### config.mk
export PLATFORM = sky130hd
export DESIGN_NAME = left_to_right_expression_eval
export DESIGN_NICKNAME = d
export VERILOG_FILES = /design/src/hdl/lre_pkg.sv /design/src/hdl/lre_front.sv /design/src/hdl/lre_queue.sv /design/src/hdl/lre_divider.sv /design/src/hdl/lre_back.sv /design/src/hdl/left_to_right_expression_eval.sv
export SDC_FILE = /design/constraint.sdc
export NUM_CORES = 2
export LEC_CHECK = 0
export BUFFER_PORTS_ARGS = -buffer_cell sky130_fd_sc_hd__buf_2
export CAP_MARGIN = 15
export CORE_MARGIN = 8
export CORE_UTILIZATION = 35
export CTS_BUF_LIST = sky130_fd_sc_hd__clkbuf_8 sky130_fd_sc_hd__clkbuf_16
export CTS_CLUSTER_DIAMETER = 60
export DETAILED_ROUTE_END_ITERATION = 8
export PLACE_DENSITY_LB_ADDON = 0.3
export SETUP_SLACK_MARGIN = 0.4
export SYNTH_ARGS = -nofsm -noshare
export SYNTH_HDL_FRONTEND = slang
export SYNTH_SLANG_ARGS = --single-unit
### constraint.sdc
create_clock -name clk -period 24.9 [get_ports clk]
set_input_delay 4.98 -clock clk [delete_from_list [all_inputs] [get_ports clk]]
set_output_delay 4.98 -clock clk [all_outputs]
set_load 0.1 [all_outputs]
### src/hdl/lre_pkg.sv
// ----------------------------------------------------------------------------
// lre_pkg
// Shared types, constants and helpers of the left-to-right expression
// evaluator: operator codes, queue entry layout, divider handshake.
// ----------------------------------------------------------------------------
package lre_pkg;

  localparam int DATA_WIDTH  = 32;
  localparam int CNT_W       = $clog2(DATA_WIDTH);
  localparam int QUEUE_DEPTH = 2;
  localparam int QPTR_W      = $clog2(QUEUE_DEPTH);
  localparam int QCNT_W      = QPTR_W + 1;
  localparam int OUT_W       = 32;

  localparam logic [7:0] CH_PLUS  = 8'h2B;
  localparam logic [7:0] CH_MINUS = 8'h2D;
  localparam logic [7:0] CH_STAR  = 8'h2A;
  localparam logic [7:0] CH_SLASH = 8'h2F;
  localparam logic [7:0] CH_ZERO  = 8'h30;
  localparam logic [7:0] CH_NINE  = 8'h39;

  typedef enum logic [2:0] {
    OP_LOAD,
    OP_ADD,
    OP_SUB,
    OP_MUL,
    OP_DIV,
    OP_NOP
  } op_t;

  typedef enum logic {
    BK_IDLE,
    BK_DIV
  } back_state_t;

  // One closed number and what to do with it.
  typedef struct packed {
    logic [DATA_WIDTH-1:0] num;
    op_t                   op;
    logic                  last;
  } q_entry_t;

  typedef struct packed {
    logic                  start;
    logic [DATA_WIDTH-1:0] dividend;
    logic [DATA_WIDTH-1:0] divisor;
  } div_req_t;

  typedef struct packed {
    logic                  done;
    logic [DATA_WIDTH-1:0] quotient;
  } div_rsp_t;

  function automatic op_t classify(input logic [7:0] ch);
    op_t op;
    begin
      priority if (ch == CH_PLUS)  op = OP_ADD;
      else if (ch == CH_MINUS)     op = OP_SUB;
      else if (ch == CH_STAR)      op = OP_MUL;
      else if (ch == CH_SLASH)     op = OP_DIV;
      else                         op = OP_NOP;
      return op;
    end
  endfunction

  // Sign-extend or truncate the accumulator to the result width.
  function automatic logic [OUT_W-1:0] to_out(input logic [DATA_WIDTH-1:0] v);
    logic signed [DATA_WIDTH-1:0] s;
    begin
      s = signed'(v);
      return OUT_W'(s);
    end
  endfunction

endpackage

### src/hdl/lre_front.sv
// ----------------------------------------------------------------------------
// lre_front
// Accepts characters, builds the current number from digits and pushes one
// queue entry for each closed number, tagged with the operator to apply.
// ----------------------------------------------------------------------------
module lre_front (
  input  logic               clk,
  input  logic               rst_n,
  input  logic               in_valid,
  output logic               in_ready,
  input  logic [7:0]         in_char_code,
  input  logic               in_is_last,
  input  logic               q_full,
  output logic               q_push,
  output lre_pkg::q_entry_t  q_entry
);

  logic [lre_pkg::DATA_WIDTH-1:0] cur_r, cur_nxt;
  lre_pkg::op_t                   pend_r, pend_nxt;
  logic                           seen_r, seen_nxt;
  logic                           second_r, second_nxt;

  logic                           accept;
  logic                           is_digit;
  logic [3:0]                     digit;
  logic [7:0]                     digit_full;
  logic [lre_pkg::DATA_WIDTH-1:0] num_ext;
  lre_pkg::op_t                   close_op;

  always_comb begin
    in_ready   = !second_r && !q_full;
    accept     = in_valid && in_ready;
    is_digit   = (in_char_code >= lre_pkg::CH_ZERO) && (in_char_code <= lre_pkg::CH_NINE);
    digit_full = in_char_code - lre_pkg::CH_ZERO;
    digit      = digit_full[3:0];
    num_ext    = (cur_r << 3) + (cur_r << 1) + lre_pkg::DATA_WIDTH'(digit);
    close_op   = seen_r ? pend_r : lre_pkg::OP_LOAD;

    cur_nxt    = cur_r;
    pend_nxt   = pend_r;
    seen_nxt   = seen_r;
    second_nxt = second_r;
    q_push     = 1'b0;
    q_entry.num  = cur_r;
    q_entry.op   = close_op;
    q_entry.last = 1'b0;

    if (second_r) begin
      // trailing operator on the last character: close an empty number
      q_entry.num  = '0;
      q_entry.op   = pend_r;
      q_entry.last = 1'b1;
      if (!q_full) begin
        q_push     = 1'b1;
        second_nxt = 1'b0;
        pend_nxt   = lre_pkg::OP_NOP;
        seen_nxt   = 1'b0;
      end
    end else if (accept) begin
      if (is_digit) begin
        if (in_is_last) begin
          q_push       = 1'b1;
          q_entry.num  = num_ext;
          q_entry.last = 1'b1;
          cur_nxt      = '0;
          seen_nxt     = 1'b0;
          pend_nxt     = lre_pkg::OP_NOP;
        end else begin
          cur_nxt = num_ext;
        end
      end else begin
        q_push     = 1'b1;
        cur_nxt    = '0;
        seen_nxt   = 1'b1;
        pend_nxt   = lre_pkg::classify(in_char_code);
        second_nxt = in_is_last;
      end
    end
  end

  always_ff @(posedge clk) begin
    if (!rst_n) begin
      cur_r    <= '0;
      pend_r   <= lre_pkg::OP_NOP;
      seen_r   <= 1'b0;
      second_r <= 1'b0;
    end else begin
      cur_r    <= cur_nxt;
      pend_r   <= pend_nxt;
      seen_r   <= seen_nxt;
      second_r <= second_nxt;
    end
  end

endmodule

### src/hdl/lre_queue.sv
// ----------------------------------------------------------------------------
// lre_queue
// Short first-in first-out queue of closed numbers between front and back.
// ----------------------------------------------------------------------------
module lre_queue (
  input  logic              clk,
  input  logic              rst_n,
  input  logic              push,
  input  lre_pkg::q_entry_t push_entry,
  input  logic              pop,
  output lre_pkg::q_entry_t head,
  output logic              full,
  output logic              empty
);

  lre_pkg::q_entry_t               mem [lre_pkg::QUEUE_DEPTH];
  logic [lre_pkg::QPTR_W-1:0]      wr_ptr_r, wr_ptr_nxt;
  logic [lre_pkg::QPTR_W-1:0]      rd_ptr_r, rd_ptr_nxt;
  logic [lre_pkg::QCNT_W-1:0]      cnt_r, cnt_nxt;

  always_comb begin
    full       = (cnt_r == lre_pkg::QCNT_W'(lre_pkg::QUEUE_DEPTH));
    empty      = (cnt_r == '0);
    head       = mem[rd_ptr_r];
    wr_ptr_nxt = push ? wr_ptr_r + 1'b1 : wr_ptr_r;
    rd_ptr_nxt = pop  ? rd_ptr_r + 1'b1 : rd_ptr_r;
    cnt_nxt    = cnt_r + lre_pkg::QCNT_W'(push) - lre_pkg::QCNT_W'(pop);
  end

  always_ff @(posedge clk) begin
    if (push) begin
      mem[wr_ptr_r] <= push_entry;
    end
  end

  always_ff @(posedge clk) begin
    if (!rst_n) begin
      wr_ptr_r <= '0;
      rd_ptr_r <= '0;
      cnt_r    <= '0;
    end else begin
      wr_ptr_r <= wr_ptr_nxt;
      rd_ptr_r <= rd_ptr_nxt;
      cnt_r    <= cnt_nxt;
    end
  end

endmodule

### src/hdl/lre_divider.sv
// ----------------------------------------------------------------------------
// lre_divider
// Signed truncating divider, restoring, one quotient bit per cycle.
// ----------------------------------------------------------------------------
module lre_divider (
  input  logic              clk,
  input  logic              rst_n,
  input  lre_pkg::div_req_t req,
  output lre_pkg::div_rsp_t rsp
);

  localparam int DW = lre_pkg::DATA_WIDTH;

  logic                          busy_r, busy_nxt;
  logic                          done_r, done_nxt;
  logic [lre_pkg::CNT_W-1:0]     cnt_r, cnt_nxt;
  logic [DW-1:0]                 rem_r, rem_nxt;
  logic [DW-1:0]                 quo_r, quo_nxt;
  logic [DW-1:0]                 dsr_r, dsr_nxt;
  logic                          neg_r, neg_nxt;

  logic [DW:0]                   rem_sh;
  logic [DW+1:0]                 diff;

  always_comb begin
    rem_sh = {rem_r, quo_r[DW-1]};
    diff   = {1'b0, rem_sh} - {2'b00, dsr_r};

    busy_nxt = busy_r;
    done_nxt = done_r;
    cnt_nxt  = cnt_r;
    rem_nxt  = rem_r;
    quo_nxt  = quo_r;
    dsr_nxt  = dsr_r;
    neg_nxt  = neg_r;

    if (req.start) begin
      busy_nxt = 1'b1;
      done_nxt = 1'b0;
      cnt_nxt  = lre_pkg::CNT_W'(DW - 1);
      rem_nxt  = '0;
      quo_nxt  = req.dividend[DW-1] ? DW'(0) - req.dividend : req.dividend;
      dsr_nxt  = req.divisor[DW-1]  ? DW'(0) - req.divisor  : req.divisor;
      neg_nxt  = req.dividend[DW-1] ^ req.divisor[DW-1];
    end else if (busy_r) begin
      // shift in one dividend bit, subtract when it fits
      if (diff[DW+1]) begin
        rem_nxt = rem_sh[DW-1:0];
        quo_nxt = {quo_r[DW-2:0], 1'b0};
      end else begin
        rem_nxt = diff[DW-1:0];
        quo_nxt = {quo_r[DW-2:0], 1'b1};
      end
      if (cnt_r == '0) begin
        busy_nxt = 1'b0;
        done_nxt = 1'b1;
      end else begin
        cnt_nxt = cnt_r - 1'b1;
      end
    end

    rsp.done     = done_r;
    rsp.quotient = neg_r ? DW'(0) - quo_r : quo_r;
  end

  always_ff @(posedge clk) begin
    cnt_r <= cnt_nxt;
    rem_r <= rem_nxt;
    quo_r <= quo_nxt;
    dsr_r <= dsr_nxt;
    neg_r <= neg_nxt;
  end

  always_ff @(posedge clk) begin
    if (!rst_n) begin
      busy_r <= 1'b0;
      done_r <= 1'b0;
    end else begin
      busy_r <= busy_nxt;
      done_r <= done_nxt;
    end
  end

endmodule

### src/hdl/lre_back.sv
// ----------------------------------------------------------------------------
// lre_back
// Applies queued numbers to the accumulator, runs divisions on the bit-serial
// divider and holds the finished result in an output register.
// ----------------------------------------------------------------------------
module lre_back (
  input  logic                       clk,
  input  logic                       rst_n,
  input  lre_pkg::q_entry_t          head,
  input  logic                       q_empty,
  output logic                       q_pop,
  output lre_pkg::div_req_t          div_req,
  input  lre_pkg::div_rsp_t          div_rsp,
  output logic                       out_valid,
  input  logic                       out_ready,
  output logic [lre_pkg::OUT_W-1:0]  out_value,
  output logic                       out_div_zero
);

  localparam int DW = lre_pkg::DATA_WIDTH;

  lre_pkg::back_state_t          state_r, state_nxt;
  logic [DW-1:0]                 acc_r, acc_nxt;
  logic                          err_r, err_nxt;
  logic                          out_valid_r, out_valid_nxt;
  logic [lre_pkg::OUT_W-1:0]     out_value_r, out_value_nxt;
  logic                          out_dz_r, out_dz_nxt;

  logic                          out_free;
  logic                          can_go;
  logic                          finish;
  logic [DW-1:0]                 acc_new;
  logic                          err_new;
  logic [DW-1:0]                 prod;

  always_comb begin
    out_free = !out_valid_r || out_ready;
    can_go   = !q_empty && (!head.last || out_free);
    prod     = acc_r * head.num;

    state_nxt     = state_r;
    acc_nxt       = acc_r;
    err_nxt       = err_r;
    out_valid_nxt = out_valid_r && !out_ready;
    out_value_nxt = out_value_r;
    out_dz_nxt    = out_dz_r;
    q_pop         = 1'b0;
    finish        = 1'b0;
    acc_new       = acc_r;
    err_new       = err_r;
    div_req.start    = 1'b0;
    div_req.dividend = acc_r;
    div_req.divisor  = head.num;

    unique case (state_r)
      lre_pkg::BK_IDLE: begin
        if (can_go) begin
          finish = 1'b1;
          unique case (head.op)
            lre_pkg::OP_LOAD: acc_new = head.num;
            lre_pkg::OP_ADD:  acc_new = acc_r + head.num;
            lre_pkg::OP_SUB:  acc_new = acc_r - head.num;
            lre_pkg::OP_MUL:  acc_new = prod;
            lre_pkg::OP_DIV: begin
              if (head.num == '0) begin
                err_new = 1'b1;
              end else begin
                // hold the entry until the quotient is ready
                finish        = 1'b0;
                div_req.start = 1'b1;
                state_nxt     = lre_pkg::BK_DIV;
              end
            end
            lre_pkg::OP_NOP:  acc_new = acc_r;
            default:          acc_new = acc_r;
          endcase
        end
      end
      lre_pkg::BK_DIV: begin
        if (div_rsp.done && can_go) begin
          finish    = 1'b1;
          acc_new   = div_rsp.quotient;
          state_nxt = lre_pkg::BK_IDLE;
        end
      end
      default: state_nxt = lre_pkg::BK_IDLE;
    endcase

    if (finish) begin
      q_pop   = 1'b1;
      acc_nxt = acc_new;
      err_nxt = err_new;
      if (head.last) begin
        out_valid_nxt = 1'b1;
        out_value_nxt = lre_pkg::to_out(acc_new);
        out_dz_nxt    = err_new;
        acc_nxt       = '0;
        err_nxt       = 1'b0;
      end
    end

    out_valid    = out_valid_r;
    out_value    = out_value_r;
    out_div_zero = out_dz_r;
  end

  always_ff @(posedge clk) begin
    out_value_r <= out_value_nxt;
    out_dz_r    <= out_dz_nxt;
  end

  always_ff @(posedge clk) begin
    if (!rst_n) begin
      state_r     <= lre_pkg::BK_IDLE;
      acc_r       <= '0;
      err_r       <= 1'b0;
      out_valid_r <= 1'b0;
    end else begin
      state_r     <= state_nxt;
      acc_r       <= acc_nxt;
      err_r       <= err_nxt;
      out_valid_r <= out_valid_nxt;
    end
  end

endmodule

### src/hdl/left_to_right_expression_eval.sv
// ----------------------------------------------------------------------------
// left_to_right_expression_eval
// Streaming left-to-right calculator with no operator precedence.
// ----------------------------------------------------------------------------
// Characters enter one per cycle while in_ready is high: a digit extends
// the current number, any other byte closes it and queues it with its
// operator for the back end. A non-digit marked last closes two numbers,
// so in_ready stays low after it until the second, empty number is queued.
// The back end applies load, add, subtract and multiply in its idle state;
// a division occupies the bit-serial divider until its quotient is done,
// and the two-entry queue lets input continue meanwhile until it fills. One
// result per expression appears from an output register on the cycle after
// its last number is applied, held until taken while the next one proceeds.
// ----------------------------------------------------------------------------
module left_to_right_expression_eval (
  input  logic                      clk,
  input  logic                      rst_n,
  input  logic                      in_valid,
  output logic                      in_ready,
  input  logic [7:0]                in_char_code,
  input  logic                      in_is_last,
  output logic                      out_valid,
  input  logic                      out_ready,
  output logic [lre_pkg::OUT_W-1:0] out_value,
  output logic                      out_div_zero
);

  logic              q_push;
  logic              q_pop;
  logic              q_full;
  logic              q_empty;
  lre_pkg::q_entry_t q_entry;
  lre_pkg::q_entry_t q_head;
  lre_pkg::div_req_t div_req;
  lre_pkg::div_rsp_t div_rsp;

  lre_front u_front (
    .clk          (clk),
    .rst_n        (rst_n),
    .in_valid     (in_valid),
    .in_ready     (in_ready),
    .in_char_code (in_char_code),
    .in_is_last   (in_is_last),
    .q_full       (q_full),
    .q_push       (q_push),
    .q_entry      (q_entry)
  );

  lre_queue u_queue (
    .clk        (clk),
    .rst_n      (rst_n),
    .push       (q_push),
    .push_entry (q_entry),
    .pop        (q_pop),
    .head       (q_head),
    .full       (q_full),
    .empty      (q_empty)
  );

  lre_divider u_divider (
    .clk   (clk),
    .rst_n (rst_n),
    .req   (div_req),
    .rsp   (div_rsp)
  );

  lre_back u_back (
    .clk          (clk),
    .rst_n        (rst_n),
    .head         (q_head),
    .q_empty      (q_empty),
    .q_pop        (q_pop),
    .div_req      (div_req),
    .div_rsp      (div_rsp),
    .out_valid    (out_valid),
    .out_ready    (out_ready),
    .out_value    (out_value),
    .out_div_zero (out_div_zero)
  );

endmodule
==> impl_metrics.tcl <==
set metrics [dict create \
    grt_pass1_vias 28400 \
    synth_top_cell_by_area "fa_1" \
    final_common_cell "inv_1" \
    holdWs_ns 0.459 \
    p_per_area_nw_per_um2 98.4 \
    avgSynthCellArea_um2 8.99 \
    grt_max_degree 89 \
    synth_area_um2 35200 \
    drt_iter0_markers 2542 \
    grt_overflow 0 \
    die_area_um2 111000 \
    core_um2 99900 \
    initial_utilization 0.352 \
    num_rows 116 \
    die_h_um 333 \
    gp_congestion 0.976 \
    finalCriticalPeriod_ns 9.02 \
    synth_edf_count 170 \
    cts_tree "done" \
    root_buffer "clkbuf_16" \
    grt.met2_usage 0.313 \
    fin_setup_tns_ns 0 \
    grtUsageMet1 0.276 \
    critPathSlowestCell "buf_4" \
    cts.sinks 286 \
    p_leak_nw 16.7 \
    slew_viol_final 0 \
    cp-end-kind "flip-flop" \
    cts.clk_slew.worst_paths_ns 0.07 \
    htreeDepth 1 \
    crit_buf_inv 5 \
    yosysWarnings 0 \
    io_buffers 47 \
    final_nets 4539 \
    grt_use_met3 0.0295 \
    ys_seq_elements 286 \
    ir_drop_mv 0.0662 \
    fin_skew_ns 0.0463 \
    clock_latency_ns 0.60 \
    dpl.hpwl_um 82700 \
    crit_path_max_incr_delay_ns 0.80 \
    hp-class "reg -> reg" \
    grt_usage 0.198 \
    rsz0062_at_grt "no" \
    clockBufferDepth 3 \
    grt_pass1_wl_um 173000 \
    crit_top_cell "fa_1" \
    cts_buffers 31 \
    maxCapViolCount 0 \
    synth.distinct_cells 87 \
    crit_family "adder cells" \
    finalSetupViolations 0 \
    synthTopCellsByArea "fa_1 23%, edfxtp_1 15%, ha_1 8.9%" \
    final_layout_size_suffix_gt1_frac 0.0620 \
    async_flop_share 0 \
    worst_pin_slew_ns 1.10 \
    max_freq_mhz 111 \
    ios 48 \
    ctsHoldBuffers 0 \
    vias 28200 \
    synth_cells 3916 \
    crit_type "reg -> reg" \
    top_usage_layer "met2" \
    finalPower_mw 3.72 \
    hp-start "u_divider.cnt_r[4]$_SDFFE_PP1P_" \
    wire_per_inst_um 21.7 \
    cp_max_fo 88 \
    layout_common_cells "453 x inv_1, 428 x nand2_1, 412 x fa_1" \
    fp.dieW_um 333 \
    crit_arrival_ns 9.33 \
    antenna_found_initial 1 \
    area_delta_synth_final_pct 7.46 \
    status "finished clean" \
    fin_cells 5186 \
    cp-start-kind "flip-flop" \
    drt-pass1-iter-count 6 \
    dpl.cell_count 5128 \
    slew_headroom 0.244 \
    viasPerCell 5.43 \
    antenna_left 0 \
    wl_um 113000 \
    synth_seq_area_share 0.211 \
    synth_top_area_frac 0.234 \
    post_cts_resized 0 \
    post-route-period-util 0.362 \
    synth_nets 4592 \
    hold_violations 0 \
    synth_flop_cell "edfxtp_1" \
    crit_required_ns 25.20 \
    drcViolationCount 0 \
    postCtsSetupBuffers 0 \
]
==> worst register-to-register path: cells and delay by family (launching register included) <==
kind | cells | cell delay, ns
fa+ha+maj | 9 | 4.29
mux | 1 | 0.78
flops | 1 | 0.33
compound gates | 9 | 1.65
xor+xnor | 1 | 0.24
buf+inv | 5 | 1.02
simple gates | 2 | 0.45
==> sequential cells by signal (all words and copies together), names as in the netlist, 2 cells and up, named ones only <==
| name | count |
|---|---|
| u_back.acc_r | 32 |
| u_back.out_value | 32 |
| u_divider.cnt_r | 5 |
| u_divider.dsr_r | 32 |
| u_divider.quo_r | 32 |
| u_divider.rem_r | 32 |
| u_front.cur_r | 32 |
| u_front.pend_r | 3 |
| u_queue.cnt_r | 2 |
| u_queue.mem | 72 |
==> path summary, 6_finish.rpt <==
| path | endpoint | slack (ns) | cells past startpoint |
|---|---|---|---|
| setup / recovery | u_back.out_value[26]$_DFFE_PP_ | 15.88 | 27 |
| hold reg to reg | u_divider.cnt_r[4]$_SDFFE_PP1P_ | 0.46 | 2 |
| setup reg to reg | u_back.out_value[26]$_DFFE_PP_ | 15.88 | 27 |
| hold / removal | u_divider.cnt_r[4]$_SDFFE_PP1P_ | 0.46 | 2 |
==> logic make-up (layout without fill, tap and decap cells) <==
kind of cell	after synthesis	count (layout)	share of synthesized area
compound gates	666	666	0.122
fa+ha+maj	663	663	0.324
flops	286	286	0.211
simple gates	1283	1283	0.178
other cells	0	1	0
mux	75	75	0.0226
xor+xnor	282	282	0.0706
buf+inv	661	632	0.0721
==> stage by stage <==
| step | worst slack (ns) | util | instance area, um^2 |
|---|---|---|---|
| 6_report | 15.88 | 0.379 | 37800 |
| 5_1_grt | 15.43 | 0.379 | 37800 |
| 4_1_cts | 15.93 | 0.379 | 37800 |
| 3_5_place_dp | 15.94 | 0.369 | 36800 |
| 3_3_place_gp | 16.00 | 0.369 | 36800 |
| 2_1_floorplan | 16.78 | - | 35200 |
==> synthesized netlist by cell type (8+ instances only) <==
| cell type | number |
|---|---|
| inv_1 | 452 |
| nand2_1 | 428 |
| fa_1 | 412 |
| and2_1 | 277 |
| nor2_1 | 253 |
| ha_1 | 251 |
| a21oi_1 | 197 |
| xnor2_1 | 194 |
| clkbuf_1 | 183 |
| edfxtp_1 | 170 |
| o21ai_0 | 119 |
| dfxtp_1 | 116 |
| xor2_1 | 87 |
| nand3_1 | 76 |
| nor2b_1 | 71 |
| a21o_1 | 48 |
| mux2i_1 | 43 |
| nor3_1 | 42 |
| a22oi_1 | 40 |
| a211oi_1 | 30 |
| mux2_2 | 30 |
| o22ai_1 | 28 |
| nand2b_1 | 25 |
| o31ai_1 | 25 |
| a31oi_1 | 24 |
| or3_1 | 22 |
| a221oi_1 | 20 |
| o21a_1 | 20 |
| nor4_1 | 15 |
| o21bai_1 | 13 |
| o41ai_1 | 13 |
| or4_1 | 12 |
| o221ai_1 | 11 |
| or2_2 | 11 |
| buf_2 | 10 |
| o211ai_1 | 10 |
| a21boi_0 | 9 |
| a32o_1 | 8 |
| nand4_1 | 8 |
==> where the power goes <==
group | internal, mW | switching [mW]
Clock | 0.261 | 0.203
Combinational | 0.862 | 1.66
Sequential | 0.648 | 0.0853
Total | 1.77 | 1.95
==> cell type report <==
class / count / area, um^2
clock buffers: 32 / 790
inverters: 454 / 1710
clock inverters: 25 / 215
repair buffers: 121 / 791
fillers: 10100 / 62000
multi-input cells: 2969 / 25300
well taps: 1298 / 1620
diodes: 1 / 2.50
flip-flops and latches: 286 / 7430
==> routing by layer <==
metal  share of wire  routed length (um)
met3           0.080                9010
met1            0.44               49100
met5               0                   0
met2            0.44               49500
met4           0.044                4990
Note: power is estimated with default switching activity, not from simulation.
